==> config.mk <==
export PLATFORM = sky130hd
export DESIGN_NAME = html_entity_decoder
export DESIGN_NICKNAME = d
export VERILOG_FILES = /design/src/sv/hed_pkg.sv /design/src/sv/html_entity_decoder.sv
export SDC_FILE = /design/constraint.sdc
export NUM_CORES = 1
export LEC_CHECK = 0
export ABC_AREA = 1
export BUFFER_PORTS_ARGS = -buffer_cell sky130_fd_sc_hd__buf_2
export CAP_MARGIN = 20
export CORE_ASPECT_RATIO = 2
export CORE_MARGIN = 2
export CORE_UTILIZATION = 55
export DETAILED_ROUTE_END_ITERATION = 10
export PLACE_DENSITY = 0.76
export SLEW_MARGIN = 20
export SYNTH_ARGS = -nofsm -noshare
export SYNTH_HDL_FRONTEND = slang
export SYNTH_SLANG_ARGS = --single-unit
==> constraint.sdc <==
create_clock -name clk -period 5.05 [get_ports clk]
set_input_delay 0.505 -clock clk [delete_from_list [all_inputs] [get_ports clk]]
set_output_delay 0.505 -clock clk [all_outputs]
set_load 0.05 [all_outputs]
==> src/sv/hed_pkg.sv <==
// ----------------------------------------------------------------------------
// hed_pkg
// Constants and entity table for the HTML character entity decoder.
// ----------------------------------------------------------------------------
package hed_pkg;

  localparam int HOLD_MAX  = 5;   // longest held prefix
  localparam int ENT_MAX   = 6;   // longest entity string
  localparam int ENT_COUNT = 22;
  localparam int CNT_W     = 3;   // holds 0..ENT_MAX

  localparam logic [7:0] CHAR_AMP = 8'h26;

  typedef struct packed {
    logic [0:ENT_MAX-1][7:0] text;  // byte 0 first, zero padded
    logic [CNT_W-1:0]        len;
    logic [7:0]              value;
  } ent_t;

  localparam ent_t ENT_TABLE [ENT_COUNT] = '{
    '{text: {"&amp;", 8'h00},  len: 3'd5, value: 8'h26},
    '{text: {"&lt;", 16'h00},  len: 3'd4, value: 8'h3c},
    '{text: {"&gt;", 16'h00},  len: 3'd4, value: 8'h3e},
    '{text: "&quot;",          len: 3'd6, value: 8'h22},
    '{text: "&apos;",          len: 3'd6, value: 8'h27},
    '{text: "&nbsp;",          len: 3'd6, value: 8'h20},
    '{text: {"&#38;", 8'h00},  len: 3'd5, value: 8'h26},
    '{text: {"&#60;", 8'h00},  len: 3'd5, value: 8'h3c},
    '{text: {"&#62;", 8'h00},  len: 3'd5, value: 8'h3e},
    '{text: {"&#34;", 8'h00},  len: 3'd5, value: 8'h22},
    '{text: {"&#39;", 8'h00},  len: 3'd5, value: 8'h27},
    '{text: "&#160;",          len: 3'd6, value: 8'h20},
    '{text: {"&#35;", 8'h00},  len: 3'd5, value: 8'h23},
    '{text: {"&#37;", 8'h00},  len: 3'd5, value: 8'h25},
    '{text: {"&#43;", 8'h00},  len: 3'd5, value: 8'h2b},
    '{text: {"&#61;", 8'h00},  len: 3'd5, value: 8'h3d},
    '{text: {"&#64;", 8'h00},  len: 3'd5, value: 8'h40},
    '{text: {"&#91;", 8'h00},  len: 3'd5, value: 8'h5b},
    '{text: {"&#93;", 8'h00},  len: 3'd5, value: 8'h5d},
    '{text: "&#123;",          len: 3'd6, value: 8'h7b},
    '{text: "&#125;",          len: 3'd6, value: 8'h7d},
    '{text: "&#126;",          len: 3'd6, value: 8'h7e}
  };

endpackage

==> src/sv/html_entity_decoder.sv <==
// ----------------------------------------------------------------------------
// html_entity_decoder
// The first result of a beat is registered and appears in the cycle after it is accepted.
// Throughput: one input beat per cycle while each beat yields at most one
// result and out_stall is low; a beat with more results holds the input
// until the multi-byte result buffer has drained its burst.
// Reset (rst_n, synchronous): nothing pending, result buffer empty.
// Streaming decoder: held entity prefix matched against a fixed table.
// ----------------------------------------------------------------------------
module html_entity_decoder
  import hed_pkg::*;
(
  input  logic       clk,
  input  logic       rst_n,
  input  logic       in_valid,
  output logic       in_stall,
  input  logic [7:0] in_byte,
  input  logic       in_msg_last,
  output logic       out_valid,
  input  logic       out_stall,
  output logic [7:0] out_byte,
  output logic       out_run_end,
  output logic       out_message_end
);

  logic [7:0]       pend_r   [HOLD_MAX];
  logic [7:0]       pend_nxt [HOLD_MAX];
  logic [CNT_W-1:0] cnt_r, cnt_nxt;

  logic [7:0]       ob_r   [ENT_MAX];
  logic [7:0]       ob_nxt [ENT_MAX];
  logic [CNT_W-1:0] n_r, n_nxt;
  logic [CNT_W-1:0] hd_r, hd_nxt;
  logic             msg_r, msg_nxt;

  logic [CNT_W-1:0] c;
  logic [CNT_W-1:0] cand_len;
  logic [7:0]       cand [ENT_MAX];
  logic             whole, pre, ok, extend, restart;
  logic [7:0]       val;
  logic [CNT_W-1:0] burst_n;
  logic             in_fire, out_fire;

  assign out_valid       = (hd_r != n_r);
  assign out_run_end     = out_valid && (hd_r == n_r - 3'd1);
  assign out_message_end = out_run_end && msg_r;
  assign out_fire        = out_valid && !out_stall;
  // take a new beat once the burst in the buffer is gone or leaving now
  assign in_stall        = out_valid && !(out_run_end && !out_stall);
  assign in_fire         = in_valid && !in_stall;

  always_comb begin
    out_byte = ob_r[0];
    for (int i = 1; i < ENT_MAX; i++) begin
      if (hd_r == CNT_W'(i)) out_byte = ob_r[i];
    end
  end

  // candidate = held prefix followed by the new byte
  always_comb begin
    c        = (cnt_r > CNT_W'(HOLD_MAX)) ? CNT_W'(HOLD_MAX) : cnt_r;
    cand_len = c + 3'd1;
    for (int i = 0; i < ENT_MAX; i++) begin
      if (CNT_W'(i) < c && i < HOLD_MAX) cand[i] = pend_r[i % HOLD_MAX];
      else if (CNT_W'(i) == c)           cand[i] = in_byte;
      else                               cand[i] = 8'h00;
    end
  end

  always_comb begin
    whole = 1'b0;
    pre   = 1'b0;
    val   = 8'h00;
    ok    = 1'b0;
    for (int e = 0; e < ENT_COUNT; e++) begin
      ok = (ENT_TABLE[e].len >= cand_len);
      for (int i = 0; i < ENT_MAX; i++) begin
        if (CNT_W'(i) < cand_len && ENT_TABLE[e].text[i] != cand[i]) ok = 1'b0;
      end
      if (ok) begin
        if (ENT_TABLE[e].len == cand_len) begin
          whole = 1'b1;
          val   = ENT_TABLE[e].value;
        end else begin
          pre = 1'b1;
        end
      end
    end
  end

  always_comb begin
    extend   = !whole && pre && (c < CNT_W'(HOLD_MAX));
    restart  = !whole && !extend && (in_byte == CHAR_AMP) && !in_msg_last;
    pend_nxt = pend_r;
    for (int i = 0; i < ENT_MAX; i++) begin
      ob_nxt[i] = whole ? ((i == 0) ? val : 8'h00) : cand[i];
    end
    if (whole) begin
      burst_n = 3'd1;
      cnt_nxt = '0;
    end else if (extend) begin
      for (int i = 0; i < HOLD_MAX; i++) begin
        if (c == CNT_W'(i)) pend_nxt[i] = in_byte;
      end
      burst_n = in_msg_last ? cand_len : 3'd0;
      cnt_nxt = in_msg_last ? 3'd0 : cand_len;
    end else if (restart) begin
      // broken prefix, '&' starts a fresh one
      pend_nxt[0] = in_byte;
      burst_n     = c;
      cnt_nxt     = 3'd1;
    end else begin
      burst_n = cand_len;
      cnt_nxt = '0;
    end
  end

  always_comb begin
    n_nxt   = n_r;
    hd_nxt  = hd_r;
    msg_nxt = msg_r;
    if (in_fire) begin
      n_nxt   = burst_n;
      hd_nxt  = '0;
      msg_nxt = in_msg_last;
    end else if (out_fire) begin
      hd_nxt = hd_r + 3'd1;
    end
  end

  always_ff @(posedge clk) begin
    if (!rst_n) begin
      cnt_r <= '0;
      n_r   <= '0;
      hd_r  <= '0;
    end else begin
      if (in_fire) cnt_r <= cnt_nxt;
      n_r  <= n_nxt;
      hd_r <= hd_nxt;
    end
  end

  always_ff @(posedge clk) begin
    msg_r <= msg_nxt;
    if (in_fire) begin
      pend_r <= pend_nxt;
      ob_r   <= ob_nxt;
    end
  end

`ifndef ASSERT_OFF
  a_head_in_range: assert property (@(posedge clk) disable iff (!rst_n)
    hd_r <= n_r)
    else $error("burst head past burst length");

  a_hold_bound: assert property (@(posedge clk) disable iff (!rst_n)
    cnt_r <= CNT_W'(HOLD_MAX))
    else $error("held prefix too long");

  a_last_flushes: assert property (@(posedge clk) disable iff (!rst_n)
    in_fire && in_msg_last |=> cnt_r == '0)
    else $error("prefix left held after end of message");

  a_last_emits: assert property (@(posedge clk) disable iff (!rst_n)
    in_fire && in_msg_last |=> out_valid)
    else $error("end-of-message beat gave no result");
`endif

endmodule

==> key figures, run 1 <==
Outcome
  – Result of the run: completed

Final layout
  – Area Overhead vs Synth: 7.55%
  – Total number of nets in the final design: just under 1000
  – Count of fill cells added during filler insertion: around 1200
  – Number of antenna cells inserted: 0
  – Commonest non-fill, non-tap cells in the layout: sky130_fd_sc_hd__nand2_1, sky130_fd_sc_hd__nor2_1, sky130_fd_sc_hd__nand3_1
  – Most common cell after layout, fill and taps aside: sky130_fd_sc_hd__nand2_1
  – Layout cells sized above 1: 0.116

Clock network
  – Clock input transition at the sequential cells of the worst setup and hold paths: roughly 0.08 ns
  – Inserted Clock Buffers: 9
  – Clock sink count: between 90 and 100
  – Insertion delay of the later-clocked pin in the worst-skew pair: 0.36 ns
  – Post-CTS Setup Bufs: 0
  – Clk Tree Root Cell: sky130_fd_sc_hd__clkbuf_16
  – Max Root-Sink Buffers: 2
  – Count of instances resized after the clock tree is built: 0
  – Hold buffer count at cts: 0
  – TritonCTS clock tree: yes
  – Clock H-tree levels: 3

Setup path
  – Arrival time at the worst endpoint: between 4 and 5 ns
  – Critical path class: reg2reg
  – End of the worst register-to-register path: pend_r[32]
  – Endpoint type of the worst setup path: flop
  – Critical Path Start Type: flop
  – Startpoint of the worst-slack reg-to-reg timing path: cnt_r[1]
  – Worst-case register-to-register setup slack: approximately 0.56 ns
  – Worst EP required: about 5.0 ns
  – Critical path fanouts, max: 17
  – Number of cells on the worst reg-to-reg path: 20

Route
  – Highest routed layer: met4
  – Routed wire length: 21600 um
  – Met1 routed wirelength after detailed routing: roughly 7600 um
  – DRC marker count from the first detailed-route iteration: roughly 500
  – TritonRoute pass-1 iters: 5
  – Remaining routing DRC violations: 0
  – Met2 WL post-DR: between 10000 and 15000 um
  – ANT nets after route: 0
  – Total met3 wirelength after detailed routing: 1000 um
  – Wire length per cell after detailed routing: between 15 and 20 um
  – Per-cell via count in the routed design: around 5.7
  – Number of vias in the routed layout: between 6000 and 7000

Placed design
  – Quantity of I/O buffers inserted on ports: 24
  – Dpl hpwl: roughly 17000 um
  – Pre-CTS setup slack: about 0.61 ns
  – Routability congestion estimate: between 1 and 1.5

Timing
  – Slew margin rel.: 0.488
  – Post-Route Setup TNS: 0 ns
  – Maximum clock rate: ~220 MHz
  – Unrepaired setup endpoints after global routing: false
  – Count of endpoints failing setup in the final report: 0
  – Final Worst Setup Slack: 0.559 ns
  – Max-slew violations: 0
  – Ratio of final minimum period to clock period: 0.889
  – Slew @ Worst Pin: 0.765 ns
  – Maximum clock skew at final layout: 0.0109 ns
  – Final hold violation count: 0
  – Final critical delay including setup and external delays: 4.49 ns

Synth
  – Post-synth EDFFs: between 80 and 90
  – Total number of yosys warnings: 0
  – Post-synthesis sequential element count: between 90 and 100
  – Synth Flop Type: sky130_fd_sc_hd__edfxtp_1
  – Synth async-reset ratio: 0
  – Number of distinct library cell variants in the gate-level netlist after synthesis: between 40 and 50
  – Sequential-to-total area share from yosys stat: 0.424
  – Average size of a mapped cell: approximately 7.3 um2
  – Net count after synthesis: around 940
  – Netlist area before placement: between 6000 and 7000 um2
  – Cells after synthesis: between 900 and 1000

Floorplanning
  – Initial Utilization: 0.558
  – Boundary pin count: 25
  – Overall die width: ~80 um
  – Die Area: 13200 um2
  – Core Rows: 57
  – Die outline height: ~160 um
  – Core area: between 10000 and 15000 um2

GRT
  – Pin count of the biggest net entering global routing: 43
  – Number of global-route vias before repair: 5955
  – Total GRT Usage: 0.345
  – Initial antenna violation count: 0
  – Global route overflow: 0
  – Global-route wire length before repair: roughly 32000 um

Flow run
  – Number of max-cap violations: 0

Hold path
  – Worst Hold Launch: in_msg_last
  – Number of instances on the worst hold path: 1
  – Worst hold endpoint: msg_r
  – Worst hold path type: in2reg

Power
  – Peak supply drop: between 0.0002 and 0.00025 V
  – Leakage: roughly 3.1 nW
  – Power density over cell area: between 200 and 300 nW/um2
## worst max path at each step
stage | from | endpoint | slack (ns) | cells past startpoint
floorplan | n_r[0] | cnt_r[1] | 0.64 | 12
global placement | cnt_r[1] | pend_r[35] | 0.71 | 20
detailed placement | cnt_r[1] | pend_r[32] | 0.61 | 20
CTS | cnt_r[1] | pend_r[32] | 0.60 | 20
global route | cnt_r[1] | pend_r[32] | 0.13 | 19
finish | cnt_r[1] | pend_r[32] | 0.56 | 20
## power breakdown
part,leakage (nW),internal [W],switching (W)
logic,2.08,0.0000541,0.000198
registers,0.916,0.000945,0.0000177
clock network,0.142,0.000348,0.000318
total,3.13,0.00135,0.000533
## flip-flops by register name, indices dropped and copies added (netlist names)
signal / cells
hd_r: 3
ob_r: 48
n_r: 3
msg_r: 1
cnt_r: 3
pend_r: 40
## synth_stat cells, types with 4 or more instances
cell type | n | area, um2
sky130_fd_sc_hd__clkbuf_1 | 10 | 37.5
sky130_fd_sc_hd__edfxtp_1 | 89 | 2670
sky130_fd_sc_hd__nand2_1 | 266 | 998
sky130_fd_sc_hd__nor4_1 | 5 | 31.3
sky130_fd_sc_hd__nor2_2 | 10 | 62.6
sky130_fd_sc_hd__inv_1 | 90 | 338
sky130_fd_sc_hd__xnor2_1 | 4 | 35.0
sky130_fd_sc_hd__nand2_2 | 15 | 93.8
sky130_fd_sc_hd__nor2_4 | 6 | 67.6
sky130_fd_sc_hd__buf_2 | 5 | 25.0
sky130_fd_sc_hd__buf_6 | 8 | 90.1
sky130_fd_sc_hd__a31oi_1 | 10 | 62.6
sky130_fd_sc_hd__ha_1 | 7 | 87.6
sky130_fd_sc_hd__inv_2 | 9 | 33.8
sky130_fd_sc_hd__o21ai_0 | 43 | 215
sky130_fd_sc_hd__a21oi_1 | 19 | 95.1
sky130_fd_sc_hd__nand2_4 | 4 | 45.0
sky130_fd_sc_hd__dfxtp_1 | 9 | 180
sky130_fd_sc_hd__o211ai_1 | 4 | 30.0
sky130_fd_sc_hd__nor2_1 | 134 | 503
sky130_fd_sc_hd__nor3_1 | 14 | 70.1
sky130_fd_sc_hd__nand3_1 | 102 | 510
sky130_fd_sc_hd__nand4_1 | 17 | 106
sky130_fd_sc_hd__nor3b_1 | 4 | 30.0
sky130_fd_sc_hd__o21ai_1 | 8 | 40.0
## worst max-delay path: stages (launching register included)
cell and delay, ns:
sky130_fd_sc_hd__dfxtp_1 0.67, sky130_fd_sc_hd__nand2_2 0.17, sky130_fd_sc_hd__nor2_2 0.20, sky130_fd_sc_hd__ha_1 0.35, sky130_fd_sc_hd__inv_1 0.41, sky130_fd_sc_hd__nand2_1 0.26, sky130_fd_sc_hd__inv_2 0.17, sky130_fd_sc_hd__nand2_2 0.08
sky130_fd_sc_hd__nand2_4 0.11, sky130_fd_sc_hd__nor2_4 0.10, sky130_fd_sc_hd__nand3_1 0.12, sky130_fd_sc_hd__nand2_1 0.07, sky130_fd_sc_hd__nor2_1 0.15, sky130_fd_sc_hd__nand2_1 0.09, sky130_fd_sc_hd__nand2_2 0.08, sky130_fd_sc_hd__nand2_2 0.09
sky130_fd_sc_hd__nor2_4 0.16, sky130_fd_sc_hd__nand3_4 0.12, sky130_fd_sc_hd__inv_1 0.11, sky130_fd_sc_hd__o21ai_1 0.07, sky130_fd_sc_hd__a21oi_1 0.55
## routing by layer
layer / track usage / vias to the layer above
li1: - / 3097
met4: 0.242 / 0
met2: 0.598 / 280
met5: 0 / -
met3: 0.0472 / 95
met1: 0.368 / 2807
## per-stage QoR
stage	util	power [W]	std cells	hold slack [ns]	area, um2
5_1_grt	0.601	0.00194	1096	0.400	7240
3_5_place_dp	0.576	0.00123	1080	0.481	6950
2_1_floorplan	-	0.00114	924	0.443	6730
4_1_cts	0.601	0.00189	1096	0.405	7240
3_3_place_gp	0.576	0.00123	1080	0.475	6950
6_report	0.601	0.00188	1096	0.413	7240
## area by class of cell
class,instances,area [um2],share of cell area
Multi-Input combinational cell,696,3310,0.457
Sequential cell,98,2850,0.394
Inverter,103,392,0.0541
Clock buffer,9,225,0.0311
Timing Repair Buffer,36,210,0.0290
Tap cell,147,184,0.0254
Clock inverter,7,67.6,0.00933
## cell families (layout without fill, tap and decap cells)
group                      after synthesis  count (layout)  synth area share
buffers and inverters                  130             155            0.0848
and+or+nand+nor                        589             589             0.390
adders and majority gates                7               7            0.0130
DFF                                     98              98             0.424
AOI/OAI and AO/OA                       96              96            0.0827
xor gates and xnor gates                 4               4           0.00520
Note: power is estimated with default switching activity, not from simulation.
==> run 2: changes to the inputs <==
--- a/config.mk
+++ b/config.mk
@@ -11,6 +11,7 @@
 export CORE_ASPECT_RATIO = 2
 export CORE_MARGIN = 2
 export CORE_UTILIZATION = 55
+export CTS_BUF_LIST = sky130_fd_sc_hd__clkbuf_4
 export DETAILED_ROUTE_END_ITERATION = 10
 export PLACE_DENSITY = 0.76
 export SLEW_MARGIN = 20
==> run 2 against run 1 <==
Against the previous run:
- die area is the same
- flip-flop and latch count unchanged
- clock power shrank 40%
- largest cell class unchanged
- sequential power is essentially flat
- fmax shrank 0.87%
- combinational power about the same
- non-clock buffer count unchanged
- critical path depth unchanged
- register-to-register slack lost 0.04 ns
- first-iteration DRC count up 5.2%
==> key figures, run 2 (synthesized netlist as in run 1, its figures left out) <==
Floorplanning
  – Initial Utilization: 0.558 (unchanged)
  – Overall die width: 82.2 um (unchanged)
  – Die Area: 13200 um2 (unchanged)
  – Core Rows: 57 (unchanged)
  – Boundary pin count: 25 (unchanged)
  – Core area: 12100 um2 (unchanged)
  – Die outline height: 160 um (unchanged)

Timing
  – Final critical delay including setup and external delays: 4.53 ns (+0.0392 ns)
  – Count of endpoints failing setup in the final report: 0 (unchanged)
  – Ratio of final minimum period to clock period: 0.897 (+0.00777)
  – Final hold violation count: 0 (unchanged)
  – Post-Route Setup TNS: 0 ns (unchanged)
  – Maximum clock rate: 221 MHz (-0.87%)
  – Max-slew violations: 0 (unchanged)
  – Slew margin rel.: 0.497 (+0.00870)
  – Unrepaired setup endpoints after global routing: false
  – Slew @ Worst Pin: 0.752 ns (-0.0130 ns)
  – Maximum clock skew at final layout: 0.0224 ns (+0.0115 ns)

Route
  – Routed wire length: 21500 um (-0.51%)
  – Remaining routing DRC violations: 0 (unchanged)
  – Per-cell via count in the routed design: 5.72 (about the same)
  – TritonRoute pass-1 iters: 5 (unchanged)
  – Wire length per cell after detailed routing: 19.6 um (-0.60%)
  – Number of vias in the routed layout: 6279 (unchanged)
  – ANT nets after route: 0 (unchanged)
  – DRC marker count from the first detailed-route iteration: 529 (+5.2%)

Power
  – Part of the power in the clock network: 0.248 (-0.106)
  – Power density over cell area: 228 nW/um2 (-12%)
  – Combinational cell fraction of total power: 0.156 (+0.022)
  – Int Power: 0.00111 W (-17%)
  – Leakage: 3.07 nW (-2.2%)
  – Net load switching power: 0.000498 W (-6.6%)
  – Switching part of the total: 0.309 (+0.0255)
  – Peak supply drop: 0.000226 V (-5.9%)
  – Fraction of power consumed by sequential logic: 0.597 (+0.085)

Outcome
  – Result of the run: completed

Hold path
  – Worst hold path type: in2reg

GRT
  – Number of global-route vias before repair: 5929 (-0.44%)
  – Total GRT Usage: 0.342 (-0.00290)
  – Pin count of the biggest net entering global routing: 43 (unchanged)
  – Global route overflow: 0 (unchanged)
  – Global-route wire length before repair: 32300 um (-0.34%)
  – Initial antenna violation count: 1 (+1)

Clock network
  – Insertion delay of the later-clocked pin in the worst-skew pair: 0.48 ns (+0.12 ns)
  – Count of instances resized after the clock tree is built: 0 (unchanged)
  – Inserted Clock Buffers: 9 (unchanged)
  – Hold buffer count at cts: 0 (unchanged)
  – TritonCTS clock tree: yes
  – Clock H-tree levels: 3 (unchanged)
  – Clock input transition at the sequential cells of the worst setup and hold paths: 0.17 ns (+0.09 ns)
  – Clock sink count: 98 (unchanged)
  – Post-CTS Setup Bufs: 0 (unchanged)
  – Clk Tree Root Cell: sky130_fd_sc_hd__clkbuf_4
  – Max Root-Sink Buffers: 2 (unchanged)

Setup path
  – End of the worst register-to-register path: pend_r[32]
  – Endpoint type of the worst setup path: flop
  – Worst-case register-to-register setup slack: 0.52 ns (-0.04 ns)
  – Worst EP required: 5.17 ns (+0.13 ns)
  – Startpoint of the worst-slack reg-to-reg timing path: cnt_r[1]
  – Number of cells on the worst reg-to-reg path: 20 (unchanged)
  – Critical path fanouts, max: 17 (unchanged)
  – Critical Path Start Type: flop
  – Origin of the worst setup path: cnt_r[1]
  – Critical path class: reg2reg
  – Arrival time at the worst endpoint: 4.65 ns (+0.17 ns)
  – Setup crit end: pend_r[32]

Final layout
  – Total number of nets in the final design: 964 (unchanged)
  – Layout cells sized above 1: 0.116 (unchanged)
  – Max reg flops: 48 (unchanged)
  – Commonest non-fill, non-tap cells in the layout: sky130_fd_sc_hd__nand2_1, sky130_fd_sc_hd__nor2_1, sky130_fd_sc_hd__nand3_1
  – Register ranked first by flip-flop count: ob_r
  – Regs by FF count: ob_r: 48 flops, pend_r: 40 flops
  – Area Overhead vs Synth: 5.24%
  – Final design instance area without fill: 7080 um2 (-2.1%)
  – Most common cell after layout, fill and taps aside: sky130_fd_sc_hd__nand2_1

Placed design
  – Routability congestion estimate: 1.07 (unchanged)
  – Total cell area at the placement stage: 6950 um2 (unchanged)
  – Dpl hpwl: 17300 um (unchanged)
  – Quantity of I/O buffers inserted on ports: 24 (unchanged)

Flow run
  – Number of max-cap violations: 0 (unchanged)
run 2: changes by cell type in the layout (fill, tap and decap cells not counted), sizes merged:
cell,before,now
diode,0,1
run 2: final cells by class:
cell class | instances | area [um2]
clock inverter | 7 | 67.6
multi-input combinational | 696 | 3310
fill | 1183 | 4970
antenna | 1 | 2.50
sequential | 98 | 2850
inverter | 103 | 392
tap | 147 | 184
clock buffer | 9 | 67.6
timing repair buffer | 36 | 210
run 2: metrics by stage:
step / hold WS, ns / total power [W] / instances / worst slack [ns] / utilization
detailed placement: 0.481 / 0.00123 / 1080 / 0.609 / 0.576
floorplan: 0.443 / 0.00114 / 924 / 0.644 / -
global placement: 0.475 / 0.00123 / 1080 / 0.711 / 0.576
global route: 0.244 / 0.00168 / 1097 / 0.109 / 0.588
finish: 0.278 / 0.00161 / 1097 / 0.519 / 0.588
CTS: 0.270 / 0.00162 / 1096 / 0.582 / 0.587
run 2: worst min-delay path by stage:
stage / from / endpoint / slack [ns] / cells after the start
after detailed placement: n_r[2] / n_r[2] / 0.48 / 2
after global routing: in_msg_last / msg_r / 0.24 / 1
after CTS: in_msg_last / msg_r / 0.27 / 1
after global placement: n_r[2] / n_r[2] / 0.47 / 2
after floorplan: n_r[2] / n_r[2] / 0.44 / 2
final: in_msg_last / msg_r / 0.28 / 1
run 2: critical path, stage by stage, from the launching register on:
cell	delay, ns
sky130_fd_sc_hd__dfxtp_1	0.70
sky130_fd_sc_hd__nand2_2	0.17
sky130_fd_sc_hd__nor2_2	0.20
sky130_fd_sc_hd__ha_1	0.35
sky130_fd_sc_hd__inv_1	0.41
sky130_fd_sc_hd__nand2_1	0.25
sky130_fd_sc_hd__inv_2	0.16
sky130_fd_sc_hd__nand2_2	0.08
sky130_fd_sc_hd__nand2_4	0.11
sky130_fd_sc_hd__nor2_4	0.10
sky130_fd_sc_hd__nand3_1	0.11
sky130_fd_sc_hd__nand2_1	0.07
sky130_fd_sc_hd__nor2_1	0.17
sky130_fd_sc_hd__nand2_1	0.09
sky130_fd_sc_hd__nand2_2	0.08
sky130_fd_sc_hd__nand2_2	0.08
sky130_fd_sc_hd__nor2_4	0.17
sky130_fd_sc_hd__nand3_4	0.11
sky130_fd_sc_hd__inv_1	0.11
sky130_fd_sc_hd__o21ai_1	0.07
sky130_fd_sc_hd__a21oi_1	0.55
run 2: metal layers:
layer  global-route usage  share of wire  up-vias
met5                    0              0        -
met4                0.243          0.090        0
met3               0.0449          0.045      106
met2                0.592           0.51      270
met1                0.365           0.35     2805
li1                     -              -     3098
run 2: power groups by stage:
stage	sequential (W)	clock (W)	combinational, W
floorplan	0.000975	0	0.000170
global placement	0.000980	0	0.000247
detailed placement	0.000981	0	0.000249
global route	0.000968	0.000434	0.000274
finish	0.000962	0.000399	0.000251
CTS	0.000962	0.000404	0.000250
==> run 3: changes to the inputs <==
--- a/config.mk
+++ b/config.mk
@@ -5,7 +5,7 @@
 export SDC_FILE = /design/constraint.sdc
 export NUM_CORES = 1
 export LEC_CHECK = 0
-export ABC_AREA = 1
+export ABC_AREA = 0
 export BUFFER_PORTS_ARGS = -buffer_cell sky130_fd_sc_hd__buf_2
 export CAP_MARGIN = 20
 export CORE_ASPECT_RATIO = 2
==> run 3 against run 2 <==
Against the previous run:
- clock skew barely moved
- sequential power up 8%
- largest power group unchanged
- via count shrank 0.25%
- first-iteration DRC count increased by 50%
- clock power shrank 7.3%
- final cell count shrank 20%
- sequential share of layout area up 0.51 points
- register-to-register slack got worse by 0.32 ns
- total power grew 20%
- non-clock buffer count increased by 13
==> key figures, run 3 <==
Synth
  – Most numerous cell in the Yosys netlist: sky130_fd_sc_hd__edfxtp_1
  – Synth top area share: 0.403 (+0.00554)
  – Synth async-reset ratio: 0 (unchanged)
  – Net count after synthesis: 740 (-22%)
  – Top cells by area in the synthesized netlist: sky130_fd_sc_hd__edfxtp_1, sky130_fd_sc_hd__nand2_1, sky130_fd_sc_hd__nor2_1, sky130_fd_sc_hd__a21oi_1, sky130_fd_sc_hd__o21ai_0
  – Most area-hungry cell type in the Yosys netlist: sky130_fd_sc_hd__edfxtp_1
  – Post-synthesis sequential element count: 98 (unchanged)
  – Synth Flop Type: sky130_fd_sc_hd__edfxtp_1
  – Top cell types by occurrence after synthesis: sky130_fd_sc_hd__edfxtp_1, sky130_fd_sc_hd__nand2_1, sky130_fd_sc_hd__nor2_1
  – Sequential-to-total area share from yosys stat: 0.430 (+0.00591)
  – Cells after synthesis: 720 (-22%)
  – Average size of a mapped cell: 9.22 um2 (+27%)
  – Total number of yosys warnings: 0 (unchanged)
  – Post-synth EDFFs: 89 (unchanged)
  – Number of distinct library cell variants in the gate-level netlist after synthesis: 97 (+98%)
  – Netlist area before placement: 6640 um2 (-1.4%)

GRT
  – Global route overflow: 0 (unchanged)
  – Number of global-route vias before repair: 5813 (-2.0%)
  – Initial antenna violation count: 1 (unchanged)
  – Pin count of the biggest net entering global routing: 53 (+23%)
  – Total GRT Usage: 0.363 (+0.0202)
  – Global-route wire length before repair: 34200 um (+5.9%)

Floorplanning
  – Core area: 11800 um2 (-2.3%)
  – Initial Utilization: 0.564 (+0.00549)
  – Die outline height: 159 um (-0.67%)
  – Boundary pin count: 25 (unchanged)
  – Core Rows: 56 (-1.8%)
  – Overall die width: 81.7 um (-0.66%)
  – Die Area: 13000 um2 (-1.3%)

Placed design
  – Dpl hpwl: 17900 um (+3.3%)
  – Total cell area at the placement stage: 6870 um2 (-1.0%)
  – Routability congestion estimate: 1.08 (+1.0%)
  – Quantity of I/O buffers inserted on ports: 24 (unchanged)

Setup path
  – Critical path class: reg2reg
  – Critical Path Start Type: flop
  – Worst EP required: 5.21 ns (+0.04 ns)
  – Arrival time at the worst endpoint: 5.01 ns (+0.36 ns)
  – Endpoint type of the worst setup path: flop
  – End of the worst register-to-register path: pend_r[18]
  – Startpoint of the worst-slack reg-to-reg timing path: cnt_r[0]
  – Worst-case register-to-register setup slack: 0.20 ns (-0.32 ns)
  – Number of cells on the worst reg-to-reg path: 12 (-40%)
  – Critical path fanouts, max: 25 (+8)

Final layout
  – Register ranked first by flip-flop count: ob_r
  – FF+latch area: 2860 um2 (about the same)
  – Area of the multi-input gates: 3490 um2 (+5.4%)
  – Area Overhead vs Synth: 5.47%
  – Most common cell after layout, fill and taps aside: sky130_fd_sc_hd__edfxtp_1
  – Count of fill cells added during filler insertion: 1045 (-12%)
  – Commonest non-fill, non-tap cells in the layout: sky130_fd_sc_hd__edfxtp_1, sky130_fd_sc_hd__nand2_1, sky130_fd_sc_hd__nor2_1
  – Regs by FF count: ob_r: 48 flops, pend_r: 40 flops
  – Layout cells sized above 1: 0.131 (+0.0149)
  – Max reg flops: 48 (unchanged)
  – Final design instance area without fill: 7000 um2 (-1.2%)
  – Total number of nets in the final design: 749 (-22%)

Route
  – Per-cell via count in the routed design: 7.12 (+24%)
  – Routed wire length: 23000 um (+7.2%)
  – Remaining routing DRC violations: 0 (unchanged)
  – DRC marker count from the first detailed-route iteration: 795 (+50%)
  – TritonRoute pass-1 iters: 6 (+1)
  – Wire length per cell after detailed routing: 26.2 um (+34%)
  – ANT nets after route: 0 (unchanged)
  – Number of vias in the routed layout: 6263 (-0.25%)

Power
  – Power density over cell area: 276 nW/um2 (+21%)
  – Peak supply drop: 0.000317 V (+40%)
  – Leakage: 2.44 nW (-20%)

Timing
  – Count of endpoints failing setup in the final report: 0 (unchanged)
  – Post-Route Setup TNS: 0 ns (unchanged)
  – Final critical delay including setup and external delays: 4.85 ns (+0.321 ns)
  – Max-slew violations: 0 (unchanged)
  – Maximum clock skew at final layout: 0.0223 ns (-0.0000902 ns)
  – Maximum clock rate: 206 MHz (-6.6%)
  – Slew margin rel.: 0.432 (-0.0644)
  – Final hold violation count: 0 (unchanged)
  – Ratio of final minimum period to clock period: 0.961 (+0.0636)
  – Unrepaired setup endpoints after global routing: false
  – Slew @ Worst Pin: 0.846 ns (+0.0937 ns)

Clock network
  – Max Root-Sink Buffers: 2 (unchanged)
  – Post-CTS Setup Bufs: 0 (unchanged)
  – Inserted Clock Buffers: 9 (unchanged)
  – Clock sink count: 98 (unchanged)
  – Insertion delay of the later-clocked pin in the worst-skew pair: 0.49 ns (about the same)
  – TritonCTS clock tree: yes
  – Clock input transition at the sequential cells of the worst setup and hold paths: 0.16 ns (about the same)
  – Clk Tree Root Cell: sky130_fd_sc_hd__clkbuf_4
  – Clock H-tree levels: 3 (unchanged)
  – Hold buffer count at cts: 0 (unchanged)
  – Count of instances resized after the clock tree is built: 0 (unchanged)

Hold path
  – Number of instances on the worst hold path: 1 (unchanged)
  – Worst hold endpoint: msg_r
  – Worst Hold Launch: in_msg_last
  – Worst hold path type: in2reg

Outcome
  – Result of the run: completed

Flow run
  – Number of max-cap violations: 0 (unchanged)
run 3: cell types whose count changed after synthesis, sizes merged, moves of 26 or more:
cell	delta
nor2	-74
nand3	-88
a21oi	+26
inv	-90
and2	+29
nand2	-205
run 3: cell families (layout without fill, tap and decap cells):
| logic type | Yosys count | count (layout) | synth area share |
|---|---|---|---|
| xor gates and xnor gates | 8 | 8 | 0.0106 |
| buffers and inverters | 64 | 78 | 0.0458 |
| muxes | 5 | 5 | 0.00754 |
| DFF | 98 | 98 | 0.430 |
| other | 0 | 1 | 0 |
| AOI/OAI and AO/OA | 238 | 238 | 0.254 |
| adders and majority gates | 7 | 7 | 0.0132 |
| and+or+nand+nor | 300 | 300 | 0.239 |
run 3: worst max-delay path by stage:
stage,depth (start not counted),to,start
2_1_floorplan,10,pend_r[16],n_r[0]
3_3_place_gp,12,pend_r[22],cnt_r[2]
3_5_place_dp,12,pend_r[18],cnt_r[2]
4_1_cts,12,pend_r[17],cnt_r[2]
5_1_grt,12,pend_r[17],cnt_r[0]
6_report,12,pend_r[18],cnt_r[0]
run 3: critical path, stage by stage, from the launching register on:
cell,delay [ns]
sky130_fd_sc_hd__dfxtp_1,0.79
sky130_fd_sc_hd__nor2_1,0.35
sky130_fd_sc_hd__a221oi_2,0.62
sky130_fd_sc_hd__nor2_1,0.21
sky130_fd_sc_hd__a31oi_1,0.49
sky130_fd_sc_hd__nor2_1,0.10
sky130_fd_sc_hd__or4_4,0.53
sky130_fd_sc_hd__o21ai_2,0.34
sky130_fd_sc_hd__and4b_1,0.29
sky130_fd_sc_hd__nand2_1,0.10
sky130_fd_sc_hd__a21oi_1,0.13
sky130_fd_sc_hd__buf_4,0.18
sky130_fd_sc_hd__and3_1,0.39
run 3: per-stage QoR:
stage | hold slack [ns] | setup slack [ns] | util | total power [W] | cells
detailed placement | 0.510 | 0.372 | 0.584 | 0.00158 | 863
global placement | 0.493 | 0.445 | 0.584 | 0.00157 | 863
finish | 0.228 | 0.198 | 0.595 | 0.00194 | 880
global route | 0.232 | 0.0429 | 0.595 | 0.00202 | 880
CTS | 0.219 | 0.324 | 0.594 | 0.00194 | 879
floorplan | 0.447 | 0.424 | - | 0.00143 | 720
run 3: metal layers:
metal | vias to the layer above | GRT usage | part of all wire
li1 | 2792 | - | -
met3 | 144 | 0.0607 | 0.074
met1 | 2923 | 0.409 | 0.34
met4 | 0 | 0.280 | 0.097
met5 | - | 0 | 0
met2 | 404 | 0.588 | 0.49
run 3: cell type report:
cell class | count | area share
Clock inverter | 7 | 0.00715
Tap cell | 145 | 0.0259
Multi-Input combinational cell | 558 | 0.498
Inverter | 13 | 0.00697
Sequential cell | 98 | 0.408
Clock buffer | 9 | 0.00965
Timing Repair Buffer | 49 | 0.0440
Antenna cell | 1 | 0.000357
run 3: where the power goes:
| part | internal [W] | switching (W) |
|---|---|---|
| clock | 0.000104 | 0.000266 |
| sequential | 0.00100 | 0.0000403 |
| combinational | 0.000132 | 0.000391 |
